===== config.mk =====
export PLATFORM = sky130hd
export DESIGN_NAME = hex_mesh_connectivity_gen_core
export DESIGN_NICKNAME = d
export VERILOG_FILES = /design/src/design/hmc_pkg.sv /design/src/design/hmc_front.sv /design/src/design/hmc_queue.sv /design/src/design/hmc_back.sv /design/src/design/hex_mesh_connectivity_gen_core.sv
export SDC_FILE = /design/constraint.sdc
export NUM_CORES = 2
export LEC_CHECK = 0
export BUFFER_PORTS_ARGS = -buffer_cell sky130_fd_sc_hd__buf_2
export CAP_MARGIN = 15
export CORE_MARGIN = 1.5
export CORE_UTILIZATION = 30
export DETAILED_ROUTE_END_ITERATION = 8
export PLACE_DENSITY = 0.41
export SLEW_MARGIN = 20
export SYNTH_ARGS = -nofsm -noshare
export SYNTH_HDL_FRONTEND = slang
export SYNTH_SLANG_ARGS = --single-unit

===== constraint.sdc =====
create_clock -name clk -period 29.2 [get_ports clk]
set_input_delay 1.46 -clock clk [delete_from_list [all_inputs] [get_ports clk]]
set_output_delay 1.46 -clock clk [all_outputs]
set_load 0.03 [all_outputs]

===== src/design/hmc_pkg.sv =====
// Shared types, constants and the per-slot offset table for the hexahedral mesh
// connectivity generator.
// No dependencies; every other design file imports this package.
package hmc_pkg;

	localparam int MAX_CELLS_DEFAULT = 256;
	localparam int QUEUE_DEPTH       = 2;

	localparam int COORD_W    = 8;
	localparam int CFG_W      = 9;
	localparam int CFG_IDX_W  = 2;
	localparam int CELL_IDX_W = 24;
	localparam int ID_W       = 26;
	localparam int SLOT_W     = 5;

	localparam int NODES_PER_CELL = 8;
	localparam int EDGES_PER_CELL = 12;
	localparam int SLOTS_PER_CELL = NODES_PER_CELL + EDGES_PER_CELL;
	localparam logic [SLOT_W-1:0] SLOT_LAST = SLOT_W'(SLOTS_PER_CELL - 1);

	localparam logic [CFG_IDX_W-1:0] REG_CELLS_X = 2'd0;
	localparam logic [CFG_IDX_W-1:0] REG_CELLS_Y = 2'd1;
	localparam logic [CFG_IDX_W-1:0] REG_CELLS_Z = 2'd2;

	typedef enum logic [1:0] {
		DIR_NODE = 2'd0,
		DIR_X    = 2'd1,
		DIR_Y    = 2'd2,
		DIR_Z    = 2'd3
	} dir_t;

	typedef struct packed {
		dir_t dir;
		logic di;
		logic dj;
		logic dk;
	} slot_info_t;

	// Per-cell bases and strides handed from the front end to the back end.
	typedef struct packed {
		logic                  err;
		logic [CELL_IDX_W-1:0] cidx;
		logic [ID_W-1:0]       n0;
		logic [ID_W-1:0]       ex0;
		logic [ID_W-1:0]       ey0;
		logic [ID_W-1:0]       ez0;
		logic [ID_W-1:0]       nx;
		logic [ID_W-1:0]       nx1;
		logic [ID_W-1:0]       p11;
		logic [ID_W-1:0]       pxy1;
		logic [ID_W-1:0]       px1y;
	} desc_t;

	// Corners first, then the edges in local order.
	function automatic slot_info_t slot_info(input logic [SLOT_W-1:0] slot);
		slot_info_t r;
		case (slot)
			5'd0:    r = '{DIR_NODE, 1'b0, 1'b0, 1'b0};
			5'd1:    r = '{DIR_NODE, 1'b1, 1'b0, 1'b0};
			5'd2:    r = '{DIR_NODE, 1'b1, 1'b1, 1'b0};
			5'd3:    r = '{DIR_NODE, 1'b0, 1'b1, 1'b0};
			5'd4:    r = '{DIR_NODE, 1'b0, 1'b0, 1'b1};
			5'd5:    r = '{DIR_NODE, 1'b1, 1'b0, 1'b1};
			5'd6:    r = '{DIR_NODE, 1'b1, 1'b1, 1'b1};
			5'd7:    r = '{DIR_NODE, 1'b0, 1'b1, 1'b1};
			5'd8:    r = '{DIR_X,    1'b0, 1'b0, 1'b0};
			5'd9:    r = '{DIR_Y,    1'b1, 1'b0, 1'b0};
			5'd10:   r = '{DIR_X,    1'b0, 1'b1, 1'b0};
			5'd11:   r = '{DIR_Y,    1'b0, 1'b0, 1'b0};
			5'd12:   r = '{DIR_X,    1'b0, 1'b0, 1'b1};
			5'd13:   r = '{DIR_Y,    1'b1, 1'b0, 1'b1};
			5'd14:   r = '{DIR_X,    1'b0, 1'b1, 1'b1};
			5'd15:   r = '{DIR_Y,    1'b0, 1'b0, 1'b1};
			5'd16:   r = '{DIR_Z,    1'b0, 1'b0, 1'b0};
			5'd17:   r = '{DIR_Z,    1'b1, 1'b0, 1'b0};
			5'd18:   r = '{DIR_Z,    1'b1, 1'b1, 1'b0};
			5'd19:   r = '{DIR_Z,    1'b0, 1'b1, 1'b0};
			default: r = '{DIR_NODE, 1'b0, 1'b0, 1'b0};
		endcase
		return r;
	endfunction

endpackage


===== src/design/hmc_front.sv =====
// Front end: size registers, input handshake, range check and a three-stage
// pipeline that builds the per-cell bases and strides. Depends on hmc_pkg.
module hmc_front import hmc_pkg::*; #(
	parameter int MAX_CELLS_PER_AXIS = MAX_CELLS_DEFAULT
) (
	input  logic                 clk,
	input  logic                 arst_n,
	input  logic                 cfg_we,
	input  logic [CFG_IDX_W-1:0] cfg_index,
	input  logic [CFG_W-1:0]     cfg_data,
	input  logic                 in_valid,
	output logic                 in_ready,
	input  logic [COORD_W-1:0]   cell_i,
	input  logic [COORD_W-1:0]   cell_j,
	input  logic [COORD_W-1:0]   cell_k,
	output logic                 out_valid,
	input  logic                 out_ready,
	output desc_t                out_desc
);

	localparam int AW = $clog2(MAX_CELLS_PER_AXIS + 1);
	localparam int CW = (AW > CFG_W) ? AW : CFG_W;
	localparam int RW = (AW > COORD_W) ? AW : COORD_W;

	logic [CFG_W-1:0] cells_x_q, cells_y_q, cells_z_q;

	always_ff @(posedge clk or negedge arst_n) begin
		if (!arst_n) begin
			cells_x_q <= CFG_W'(1);
			cells_y_q <= CFG_W'(1);
			cells_z_q <= CFG_W'(1);
		end else if (cfg_we) begin
			case (cfg_index)
				REG_CELLS_X: cells_x_q <= cfg_data;
				REG_CELLS_Y: cells_y_q <= cfg_data;
				REG_CELLS_Z: cells_z_q <= cfg_data;
				default: ;
			endcase
		end
	end

	function automatic logic [AW-1:0] eff_size(input logic [CFG_W-1:0] v);
		logic [CW-1:0] ext;
		ext = CW'(v);
		if (ext > CW'(MAX_CELLS_PER_AXIS))
			return AW'(MAX_CELLS_PER_AXIS);
		return AW'(ext);
	endfunction

	logic [AW-1:0] nx_c, ny_c, nz_c;
	logic          err_c;

	assign nx_c  = eff_size(cells_x_q);
	assign ny_c  = eff_size(cells_y_q);
	assign nz_c  = eff_size(cells_z_q);
	assign err_c = (RW'(cell_i) >= RW'(nx_c)) || (RW'(cell_j) >= RW'(ny_c))
		|| (RW'(cell_k) >= RW'(nz_c));

	logic rdy1, rdy2, rdy3;
	logic v_s1, v_s2, v_s3;

	assign rdy3     = !v_s3 || out_ready;
	assign rdy2     = !v_s2 || rdy3;
	assign rdy1     = !v_s1 || rdy2;
	assign in_ready = rdy1;

	always_ff @(posedge clk or negedge arst_n) begin
		if (!arst_n) begin
			v_s1 <= 1'b0;
			v_s2 <= 1'b0;
			v_s3 <= 1'b0;
		end else begin
			if (rdy1) v_s1 <= in_valid;
			if (rdy2) v_s2 <= v_s1;
			if (rdy3) v_s3 <= v_s2;
		end
	end

	// Stage 1: captured coordinates and effective sizes.
	logic [COORD_W-1:0] i_s1, j_s1, k_s1;
	logic               err_s1;
	logic [AW-1:0]      nx_s1, ny_s1, nz_s1;

	always_ff @(posedge clk) begin
		if (rdy1) begin
			i_s1   <= cell_i;
			j_s1   <= cell_j;
			k_s1   <= cell_k;
			err_s1 <= err_c;
			nx_s1  <= nx_c;
			ny_s1  <= ny_c;
			nz_s1  <= nz_c;
		end
	end

	// Stage 2: plane strides and the j terms.
	logic [ID_W-1:0] nx1_c, ny1_c;
	assign nx1_c = ID_W'(nx_s1) + ID_W'(1);
	assign ny1_c = ID_W'(ny_s1) + ID_W'(1);

	logic [COORD_W-1:0] i_s2, k_s2;
	logic               err_s2;
	logic [AW-1:0]      nz_s2;
	logic [ID_W-1:0]    nx_s2, nx1_s2, jnx_s2, jnx1_s2;
	logic [ID_W-1:0]    pxy_s2, pxy1_s2, px1y_s2, p11_s2;

	always_ff @(posedge clk) begin
		if (rdy2) begin
			i_s2    <= i_s1;
			k_s2    <= k_s1;
			err_s2  <= err_s1;
			nz_s2   <= nz_s1;
			nx_s2   <= ID_W'(nx_s1);
			nx1_s2  <= nx1_c;
			jnx_s2  <= ID_W'(j_s1) * ID_W'(nx_s1);
			jnx1_s2 <= ID_W'(j_s1) * nx1_c;
			pxy_s2  <= ID_W'(nx_s1) * ID_W'(ny_s1);
			pxy1_s2 <= ID_W'(nx_s1) * ny1_c;
			px1y_s2 <= nx1_c * ID_W'(ny_s1);
			p11_s2  <= nx1_c * ny1_c;
		end
	end

	// Stage 3: k terms and the x- and y-edge counts.
	logic [ID_W-1:0] nz1_c;
	assign nz1_c = ID_W'(nz_s2) + ID_W'(1);

	logic [COORD_W-1:0] i_s3;
	logic               err_s3;
	logic [ID_W-1:0]    nx_s3, nx1_s3, p11_s3, pxy1_s3, px1y_s3, jnx_s3, jnx1_s3;
	logic [ID_W-1:0]    kpxy_s3, kpxy1_s3, kpx1y_s3, kp11_s3, nex_s3, ney_s3;

	always_ff @(posedge clk) begin
		if (rdy3) begin
			i_s3     <= i_s2;
			err_s3   <= err_s2;
			nx_s3    <= nx_s2;
			nx1_s3   <= nx1_s2;
			p11_s3   <= p11_s2;
			pxy1_s3  <= pxy1_s2;
			px1y_s3  <= px1y_s2;
			jnx_s3   <= jnx_s2;
			jnx1_s3  <= jnx1_s2;
			kpxy_s3  <= ID_W'(k_s2) * pxy_s2;
			kpxy1_s3 <= ID_W'(k_s2) * pxy1_s2;
			kpx1y_s3 <= ID_W'(k_s2) * px1y_s2;
			kp11_s3  <= ID_W'(k_s2) * p11_s2;
			nex_s3   <= pxy1_s2 * nz1_c;
			ney_s3   <= px1y_s2 * nz1_c;
		end
	end

	logic [ID_W-1:0] cidx_c, n0_c;

	assign cidx_c = ID_W'(i_s3) + jnx_s3 + kpxy_s3;
	assign n0_c   = ID_W'(i_s3) + jnx1_s3 + kp11_s3;

	always_comb begin
		out_desc.err  = err_s3;
		out_desc.cidx = cidx_c[CELL_IDX_W-1:0];
		out_desc.n0   = n0_c;
		out_desc.ex0  = ID_W'(i_s3) + jnx_s3 + kpxy1_s3;
		out_desc.ey0  = nex_s3 + ID_W'(i_s3) + jnx1_s3 + kpx1y_s3;
		out_desc.ez0  = nex_s3 + ney_s3 + n0_c;
		out_desc.nx   = nx_s3;
		out_desc.nx1  = nx1_s3;
		out_desc.p11  = p11_s3;
		out_desc.pxy1 = pxy1_s3;
		out_desc.px1y = px1y_s3;
	end

	assign out_valid = v_s3;

endmodule


===== src/design/hmc_queue.sv =====
// Small register FIFO that decouples the front end from the back end.
// Depends on hmc_pkg for the default depth.
module hmc_queue import hmc_pkg::*; #(
	parameter int WIDTH = 8,
	parameter int DEPTH = QUEUE_DEPTH
) (
	input  logic             clk,
	input  logic             arst_n,
	input  logic             in_valid,
	output logic             in_ready,
	input  logic [WIDTH-1:0] in_data,
	output logic             out_valid,
	input  logic             out_ready,
	output logic [WIDTH-1:0] out_data
);

	localparam int PW    = (DEPTH > 1) ? $clog2(DEPTH) : 1;
	localparam int CNT_W = $clog2(DEPTH + 1);

	logic [WIDTH-1:0] mem_q [DEPTH];
	logic [PW-1:0]    wr_ptr_q, rd_ptr_q;
	logic [CNT_W-1:0] count_q;
	logic             push, pop;

	assign in_ready  = (count_q != CNT_W'(DEPTH));
	assign out_valid = (count_q != '0);
	assign out_data  = mem_q[rd_ptr_q];
	assign push      = in_valid && in_ready;
	assign pop       = out_valid && out_ready;

	function automatic logic [PW-1:0] next_ptr(input logic [PW-1:0] p);
		if (p == PW'(DEPTH - 1))
			return '0;
		return p + PW'(1);
	endfunction

	always_ff @(posedge clk or negedge arst_n) begin
		if (!arst_n) begin
			wr_ptr_q <= '0;
			rd_ptr_q <= '0;
			count_q  <= '0;
		end else begin
			if (push) wr_ptr_q <= next_ptr(wr_ptr_q);
			if (pop)  rd_ptr_q <= next_ptr(rd_ptr_q);
			if (push && !pop)
				count_q <= count_q + CNT_W'(1);
			else if (pop && !push)
				count_q <= count_q - CNT_W'(1);
		end
	end

	always_ff @(posedge clk) begin
		if (push) mem_q[wr_ptr_q] <= in_data;
	end

	a_count_bound: assert property (@(posedge clk) disable iff (!arst_n)
		count_q <= CNT_W'(DEPTH))
		else $error("queue count above depth");

	a_empty_ptrs: assert property (@(posedge clk) disable iff (!arst_n)
		(count_q == '0) |-> (rd_ptr_q == wr_ptr_q))
		else $error("queue empty with pointers apart");

endmodule


===== src/design/hmc_back.sv =====
// Back end: walks the twenty slots of one cell descriptor (a rejected cell gets one
// range-error beat) and drives the registered result stream. Depends on hmc_pkg.
module hmc_back import hmc_pkg::*; (
	input  logic                  clk,
	input  logic                  arst_n,
	input  logic                  desc_valid,
	output logic                  desc_ready,
	input  desc_t                 desc,
	output logic                  out_valid,
	input  logic                  out_ready,
	output logic [CELL_IDX_W-1:0] cell_index,
	output logic [SLOT_W-1:0]     slot,
	output logic                  is_edge,
	output logic [ID_W-1:0]       entity_id,
	output logic                  last_of_cell,
	output logic                  range_error
);

	logic              active_q;
	desc_t             d_q;
	logic [SLOT_W-1:0] slot_q;
	logic              ovalid_q;
	slot_info_t        info;
	logic              last_beat, load, take;
	logic [ID_W-1:0]   base, bj, bk, id_c;

	assign info      = slot_info(slot_q);
	assign last_beat = d_q.err || (slot_q == SLOT_LAST);
	assign load      = active_q && (!ovalid_q || out_ready);
	// The next descriptor is taken in the same cycle as the last beat of the current one.
	assign desc_ready = !active_q || (load && last_beat);
	assign take       = desc_valid && desc_ready;

	always_comb begin
		case (info.dir)
			DIR_NODE: begin
				base = d_q.n0;
				bj   = d_q.nx1;
				bk   = d_q.p11;
			end
			DIR_X: begin
				base = d_q.ex0;
				bj   = d_q.nx;
				bk   = d_q.pxy1;
			end
			DIR_Y: begin
				base = d_q.ey0;
				bj   = d_q.nx1;
				bk   = d_q.px1y;
			end
			DIR_Z: begin
				base = d_q.ez0;
				bj   = d_q.nx1;
				bk   = '0;
			end
			default: begin
				base = d_q.n0;
				bj   = d_q.nx1;
				bk   = d_q.p11;
			end
		endcase
		id_c = base + ID_W'(info.di) + (info.dj ? bj : '0) + (info.dk ? bk : '0);
	end

	always_ff @(posedge clk or negedge arst_n) begin
		if (!arst_n) begin
			active_q <= 1'b0;
			slot_q   <= '0;
			ovalid_q <= 1'b0;
		end else begin
			if (take) begin
				active_q <= 1'b1;
				slot_q   <= '0;
			end else if (load && last_beat) begin
				active_q <= 1'b0;
			end else if (load) begin
				slot_q <= slot_q + SLOT_W'(1);
			end
			if (load)
				ovalid_q <= 1'b1;
			else if (out_ready)
				ovalid_q <= 1'b0;
		end
	end

	always_ff @(posedge clk) begin
		if (take) d_q <= desc;
		if (load) begin
			if (d_q.err) begin
				cell_index   <= '0;
				slot         <= '0;
				is_edge      <= 1'b0;
				entity_id    <= '0;
				last_of_cell <= 1'b1;
				range_error  <= 1'b1;
			end else begin
				cell_index   <= d_q.cidx;
				slot         <= slot_q;
				is_edge      <= (info.dir != DIR_NODE);
				entity_id    <= id_c;
				last_of_cell <= (slot_q == SLOT_LAST);
				range_error  <= 1'b0;
			end
		end
	end

	assign out_valid = ovalid_q;

	a_slot_bound: assert property (@(posedge clk) disable iff (!arst_n)
		active_q |-> (slot_q <= SLOT_LAST))
		else $error("slot counter past last slot");

	a_err_single: assert property (@(posedge clk) disable iff (!arst_n)
		(out_valid && range_error) |-> (last_of_cell && entity_id == '0 && slot == '0))
		else $error("range error beat is not a lone closing beat");

	a_last_slot: assert property (@(posedge clk) disable iff (!arst_n)
		(out_valid && last_of_cell && !range_error) |-> (slot == SLOT_LAST))
		else $error("cell closed before its last edge");

endmodule


===== src/design/hex_mesh_connectivity_gen_core.sv =====
// Top level of the hexahedral mesh connectivity generator.
// Depends on hmc_pkg, hmc_front, hmc_queue and hmc_back.

// Each accepted cell (i,j,k) yields twenty beats, eight corner node ids and then
// the edge ids, with tlast on the last edge id; a cell outside the configured grid
// yields one beat with the range error flag and tlast set. While a cell is in hand
// and m_axis_tready is high, the back end's output register issues one beat per
// cycle. The front end computes the per-cell bases in a three-stage pipeline and
// parks them in a two-entry queue, so it keeps taking cells while the back end is
// still emitting or stalled. There is no clearing pass after reset. Grid sizes
// above MAX_CELLS_PER_AXIS are clamped to it, and a size of zero rejects every cell.
module hex_mesh_connectivity_gen_core import hmc_pkg::*; #(
	parameter int MAX_CELLS_PER_AXIS = MAX_CELLS_DEFAULT
) (
	input  logic                 clk,
	input  logic                 arst_n,
	input  logic                 cfg_we,
	input  logic [CFG_IDX_W-1:0] cfg_index,
	input  logic [CFG_W-1:0]     cfg_data,
	input  logic                 s_axis_tvalid,
	output logic                 s_axis_tready,
	input  logic [23:0]          s_axis_tdata,  // cell_i, cell_j, cell_k
	output logic                 m_axis_tvalid,
	input  logic                 m_axis_tready,
	output logic [55:0]          m_axis_tdata,  // cell_index, slot, entity_id, zero pad
	output logic [1:0]           m_axis_tuser,  // is_edge, range_error
	output logic                 m_axis_tlast
);

	localparam int DESC_W = $bits(desc_t);

	logic                  f_valid, f_ready, b_valid, b_ready;
	desc_t                 f_desc, b_desc;
	logic [DESC_W-1:0]     b_bits;
	logic [CELL_IDX_W-1:0] cell_index;
	logic [SLOT_W-1:0]     slot;
	logic                  is_edge, range_error;
	logic [ID_W-1:0]       entity_id;

	hmc_front #(
		.MAX_CELLS_PER_AXIS(MAX_CELLS_PER_AXIS)
	) u_front (
		.clk       (clk),
		.arst_n    (arst_n),
		.cfg_we    (cfg_we),
		.cfg_index (cfg_index),
		.cfg_data  (cfg_data),
		.in_valid  (s_axis_tvalid),
		.in_ready  (s_axis_tready),
		.cell_i    (s_axis_tdata[7:0]),
		.cell_j    (s_axis_tdata[15:8]),
		.cell_k    (s_axis_tdata[23:16]),
		.out_valid (f_valid),
		.out_ready (f_ready),
		.out_desc  (f_desc)
	);

	hmc_queue #(
		.WIDTH(DESC_W),
		.DEPTH(QUEUE_DEPTH)
	) u_queue (
		.clk       (clk),
		.arst_n    (arst_n),
		.in_valid  (f_valid),
		.in_ready  (f_ready),
		.in_data   (f_desc),
		.out_valid (b_valid),
		.out_ready (b_ready),
		.out_data  (b_bits)
	);

	assign b_desc = desc_t'(b_bits);

	hmc_back u_back (
		.clk          (clk),
		.arst_n       (arst_n),
		.desc_valid   (b_valid),
		.desc_ready   (b_ready),
		.desc         (b_desc),
		.out_valid    (m_axis_tvalid),
		.out_ready    (m_axis_tready),
		.cell_index   (cell_index),
		.slot         (slot),
		.is_edge      (is_edge),
		.entity_id    (entity_id),
		.last_of_cell (m_axis_tlast),
		.range_error  (range_error)
	);

	assign m_axis_tdata = {1'b0, entity_id, slot, cell_index};
	assign m_axis_tuser = {range_error, is_edge};

endmodule

; ---- Word-level counts from Yosys, hierarchy flattened
; Memory sizes are Yosys's and may differ from the RTL's. A register that Yosys moved wholly into a read port is not among the register bits.
; Index checks and enable logic that the tools add are counted.
[classes]
bitwise_logic = 0
order_cmp = 6
add_sub_neg = 21
n_reduce_logical = 34
multipliers = 12
n_eq_ne = 8
muxes = 34
shifts = 0
div_mod_pow = 0
[ops]
columns = operator, n
row1 = $add A26 B26 Y26, 8
row2 = $pmux W26 S4, 2
row3 = $mul A8 B26 Y26, 4
row4 = $mul A26 B26 Y26, 3
row5 = $mux W9, 6
row6 = $mux W26, 2
row7 = $pmux W26 S2, 1
row8 = $add A9 B1 Y10 const B, 3
row9 = $ge A8 B9 Y1, 3
row10 = $gt A9 B9 Y1 const B, 3
row11 = $add A26 B1 Y26, 1
row12 = $add A26 B8 Y26, 1
row13 = $add A8 B26 Y26, 1
row14 = $mul A26 B9 Y26, 1
row15 = $mul A9 B26 Y26, 1
row16 = $add A18 B24 Y24, 1
row17 = $mul A8 B18 Y24, 1
row18 = $add A8 B17 Y18, 1
row19 = $mul A9 B9 Y18, 1
row20 = $mux W1, 18
row21 = $mul A8 B9 Y17, 1
row22 = $mux W5, 3
row23 = $reduce_bool A2 Y1, 6
row24 = $logic_or A1 B1 Y1, 8
row25 = 14 further kinds, 35
[word_totals]
latchBits = 0
output_inout_bits = 61
elab_cells = 170
ram_bits = 484
mem_bits_ro = 160
mem_count = 2
input_bits = 40
reg_bits = 696
[memory_table]
columns = name, depth, width, read_ports, rd_clocked_by_memory_dff, wr, line_no
row1 = u_queue.mem_q, 2, 242, 1, 1, 1, hmc_queue.sv:20  ; logic [WIDTH-1:0] mem_q [DEPTH];
row2 = (no name shown), 32, 5, 1, 0, 0, hmc_pkg.sv:57  ; case (slot)

; ---- Logic depth before layout (Yosys ltp)
[logic_depth]
depth_word = 9
depth_mapped = 27
depth_no_buf = 25

; ---- Hierarchy
; From an unflattened synthesis, not the netlist that was laid out.
[unflattened]
cells_unflattened = 8722
area_unflattened_um2 = 102645.9
[by_module_without_submodules]
columns = module, instances, seq_area_each_um2, area_each_um2, cells_each
row1 = hmc_front, 1, 15258.4, 69113.8, 6938
row2 = hmc_queue, 1, 15655.0, 19705.1, 824
row3 = hmc_back, 1, 9694.3, 13800.7, 956
row4 = hex_mesh_connectivity_gen_core, 1, 0.0, 26.3, 4

; ---- Worst setup path before layout
; No wires, ideal clock.
[synth_path]
kind = register to register
start = register u_queue.count_q[0]
end = memory u_queue.mem_q[0][0] in the netlist's numbering (enable)
setup_ns = 0.788
required_time_ns = 28.412
setup_slack_ns = 18.975
path_stages_with_launch = 4
period_less_slack_ns = 10.225
arrival_ns = 9.438
n_path_buf = 0
path_cell_list = dfrtp_1 -> nand2b_1 -> nand2_1 -> nor2_1
[synth_via]
elab_chain_cells = 4
[synth_lines]
columns = item, line_no
row1 = start: declaration, hmc_queue.sv:22  ; logic [CNT_W-1:0] count_q;
row2 = start signal: assignment, hmc_queue.sv:46  ; count_q <= count_q + CNT_W'(1);
row3 = start signal: assignment, hmc_queue.sv:48  ; count_q <= count_q - CNT_W'(1);
row4 = $ne A2 B2 Y1, hmc_queue.sv:25  ; assign in_ready = (count_q != CNT_W'(DEPTH));
row5 = $logic_and A1 B1 Y1, hmc_queue.sv:28  ; assign push = in_valid && in_ready;
row6 = $mux W1, hmc_queue.sv:53  ; if (push) mem_q[wr_ptr_q] <= in_data;
row7 = $mux W1 (not written as such), hmc_queue.sv:53
row8 = end: declaration, hmc_queue.sv:20
; Every way passes these cells.

; ---- Worst setup path in the final report
[layout_path]
start = register u_front.nz_s2[0]
end = register u_front.nex_s3[24], data pin
[layout_via]
elab_chain_cells = 2
[layout_lines]
columns = item, line_no
row1 = start: declaration, hmc_front.sv:103  ; logic [AW-1:0] nz_s2;
row2 = start signal: assignment, hmc_front.sv:112  ; nz_s2 <= nz_s1;
row3 = $add A9 B1 Y10, hmc_front.sv:126  ; assign nz1_c = ID_W'(nz_s2) + ID_W'(1);
row4 = $mul A26 B26 Y26, hmc_front.sv:148  ; nex_s3 <= pxy1_s2 * nz1_c;
row5 = end signal: assignment, hmc_front.sv:148
row6 = end: declaration, hmc_front.sv:131  ; logic [ID_W-1:0] kpxy_s3, kpxy1_s3, kpx1y_s3, kp11_s3, nex_s3, ney_s3;
; Every way passes these cells.
; A chain may end at the register's enable or synchronous reset.

==> impl_metrics.env <==
export IMPL_status="complete, no violations"
export IMPL_syn_nets=10500
export IMPL_cpPeakStageDelay_ns=0.70
export IMPL_clk_pin_slew_ns=0.06
export IMPL_dp_hpwl_um=220000
export IMPL_dieHeight_um=575
export IMPL_drc_errors=0
export IMPL_grt_busiest_layer="met2"
export IMPL_wl_per_cell_um=22.8
export IMPL_crit_arrival_ns=7.96
export IMPL_antenna_found_initial=26
export IMPL_die_x_um=575
export IMPL_criticalPathCategory="reg2reg"
export IMPL_start_util_pct=30.2
export IMPL_synth_area_leader_cell="edfxtp_1"
export IMPL_clockRootBuffer="clkbuf_16"
export IMPL_post_route_min_period_ns=7.44
export IMPL_cpMostUsedCell="fa_1"
export IMPL_grt_ovfl_total=0
export IMPL_place_congestion=0.815
export IMPL_fin_crit_sh_pct=25.5
export IMPL_core_area_um2=325000
export IMPL_hp_start="u_front.pxy1_s3[8]"
export IMPL_cts_tree="done"
export IMPL_synthCells=8594
export IMPL_io_buffers=99
export IMPL_netlist_area_um2=98200
export IMPL_drt_iter0_drc=3891
export IMPL_htreeDepth=4
export IMPL_ant_nets=0
export IMPL_num_rows=209
export IMPL_grt_max_degree=138
export IMPL_ys_top_cells_by_count="inv_1 (1270), edfxtp_1 (1193), fa_1 (1112)"
export IMPL_clockBufferDepth=4
export IMPL_finalClockSkew_ns=0.111
export IMPL_setup_tns_final_ns=0
export IMPL_whs_ns=0.369
export IMPL_max_slew_margin_pct=26.8
export IMPL_hold_path_class="reg2reg"
export IMPL_yosys_most_used_dff="edfxtp_1"
export IMPL_ys_seq_area_share_pct=37.5
export IMPL_ys_types=84
export IMPL_yosysTopAreaCellShare_pct=36.5
export IMPL_cts_setup_buffers=0
export IMPL_worstSetupEndpointType="flip-flop"
export IMPL_synth_edf_count=1193
export IMPL_gr_usage_met3_pct=2.51
export IMPL_grt_setup_unrepaired="false"
export IMPL_drt_wl_total_um=300000
export IMPL_ctsHoldBuffers=0
export IMPL_synth_avg_cell_area_um2=11.4
export IMPL_insertion_delay_ns=0.87
export IMPL_grt_use_met2_pct=28.5
export IMPL_fillCellCount=32700
export IMPL_finalHoldViolations=0
export IMPL_yosysWarnings=0
export IMPL_startpoint="u_front.nz_s2[0]"
export IMPL_start_kind="flip-flop"
export IMPL_fmax_mhz=134
export IMPL_io_pins=101
export IMPL_drv_cap=0
export IMPL_reg2reg_from="u_front.nz_s2[0]"
export IMPL_grt_pass1_vias=66500
export IMPL_die_area_um2=331000
export IMPL_synth_most_common_cell="inv_1"
export IMPL_vias=62300
export IMPL_ys_ff_latch=1234
export IMPL_grt_total_usage_pct=18.2
export IMPL_area_growth_pct=11.5
export IMPL_crit_slowest_cell="a221oi_1"
export IMPL_drt_pass1_iter_count=8
export IMPL_cts_resized=0
export IMPL_async_flop_share_pct=3.32
export IMPL_grt_pass1_wl_um=445000
export IMPL_synthTopCellsByArea="edfxtp_1 (36%), fa_1 (23%), ha_1 (9.2%)"
export IMPL_slew_violations=0
export IMPL_crit_chain="buf_4 > nand2_1 > nor2_1 > nand3_1 > xnor2_2 > buf_4 > nand2_1 > fa_1 > fa_1 > inv_1 > fa_1 > fa_1 > inv_1 > fa_1 > inv_1 > ha_1 > and3_1 > a221oi_1 > and3_1 > o21ai_0 > a31oi_1 > o31ai_1 > a21oi_1 > xnor2_1"
export IMPL_worst_pin_slew_ns=1.10
export IMPL_worstPathRequired_ns=29.73
export IMPL_setup_violations=0
export IMPL_clock_sinks=1234
export IMPL_layout_nets=10600
export IMPL_cp_max_fo=45
export IMPL_cts_made_buffers=161
export IMPL_drive_gt1_share_pct=8.98
export IMPL_avgViaCountPerCell=4.74
export IMPL_grt_use_met1_pct=26.5
-- layer usage --
metal | up-vias | share of wire, %
met4 | 0 | 2.3
met2 | 1248 | 44
met1 | 32400 | 49
li1 | 28300 | -
met5 | - | 0
met3 | 322 | 4.8
-- per-stage QoR --
| step | setup WS, ns | cell area [um^2] | utilization [%] | std cells |
|---|---|---|---|---|
| floorplan | 18.97 | 98200 | - | 8594 |
| global placement | 21.80 | 104000 | 32.1 | 12800 |
| detailed placement | 21.76 | 104000 | 32.1 | 12800 |
| CTS | 21.77 | 109000 | 33.7 | 13100 |
| global route | 21.33 | 109000 | 33.7 | 13100 |
| finish | 21.76 | 109000 | 33.7 | 13100 |
-- critical path: cells and delay by family (launching register included) --
family | cells | cell delay [ns]
adder cells (fa/ha/maj) | 6 | 2.73
AND/OR/NAND/NOR | 6 | 1.45
AO/OA/AOI/OAI | 5 | 1.39
buffers and inverters | 5 | 0.99
flip-flops | 1 | 0.32
XOR/XNOR | 2 | 0.30
-- layout by cell type (no fill, tap or decap), types with 66 or more instances in the layout --
| cell type | n |
|---|---|
| and2_1 | 672 |
| fa_1 | 1112 |
| nor2_1 | 269 |
| nor3_1 | 74 |
| ha_1 | 718 |
| nand2b_1 | 107 |
| a21oi_1 | 243 |
| nand3_1 | 66 |
| nand2_1 | 982 |
| clkbuf_16 | 164 |
| xnor2_1 | 283 |
| buf_2 | 99 |
| o21ai_0 | 127 |
| edfxtp_1 | 1193 |
| inv_1 | 1269 |
| buf_4 | 132 |
| a21o_1 | 106 |
| nor2b_1 | 115 |
| mux2_2 | 241 |
| xor2_1 | 100 |
-- area by class of cell --
| cell class | instances | area [um^2] | share of cell area [%] |
|---|---|---|---|
| Multi-Input combinational cell | 5772 | 55500 | 50.8 |
| Sequential cell | 1234 | 36900 | 33.7 |
| Tap cell | 4325 | 5410 | 4.95 |
| Inverter | 1271 | 4780 | 4.37 |
| Clock buffer | 189 | 4250 | 3.88 |
| Timing Repair Buffer | 241 | 1680 | 1.53 |
| Clock inverter | 97 | 901 | 0.823 |
| Antenna cell | 5 | 12.5 | 0.0114 |
-- sequential cells by signal, indices dropped and copies added (netlist names), 10 cells and up --
register	cells
u_queue.mem_q	424
u_front.kpxy_s3	24
u_front.nx1_s2	10
u_front.jnx1_s3	20
u_front.kpx1y_s3	26
u_front.kpxy1_s3	26
u_front.px1y_s3	21
u_front.kp11_s3	26
u_front.p11_s2	22
u_front.jnx_s2	17
u_front.jnx1_s2	20
u_front.px1y_s2	21
u_front.pxy1_s2	21
u_back.cell_index	24
u_front.jnx_s3	17
u_front.pxy1_s3	21
u_front.ney_s3	26
u_front.nx1_s3	10
u_front.pxy_s2	18
u_back.d_q	212
u_front.p11_s3	22
u_front.nex_s3	26
u_back.entity_id	26
-- logic make-up after synthesis --
logic type	after synthesis	share of synthesized area [%]
and+or+nand+nor	2424	12.1
adders and majority gates	1831	31.8
buffers and inverters	1588	6.08
DFF	1234	37.5
AOI/OAI and AO/OA	840	5.69
xor gates and xnor gates	398	3.56
muxes	278	3.14
other	1	0.00382
-- final timing paths --
check	to	slack, ns	cells after the start
min in group asynchronous	u_front.cells_y_q[1]	0.78	2
max reg2reg	u_front.nex_s3[24]	21.76	24
min	u_queue.mem_q[0][34]	0.37	0
max	u_front.nex_s3[24]	21.76	24
min reg2reg	u_queue.mem_q[0][34]	0.37	0
max in group asynchronous	u_queue.rd_ptr_q	27.73	2
Power is not shown: default switching activity piles up to over one toggle a cycle in this logic, so the estimate is an artifact.
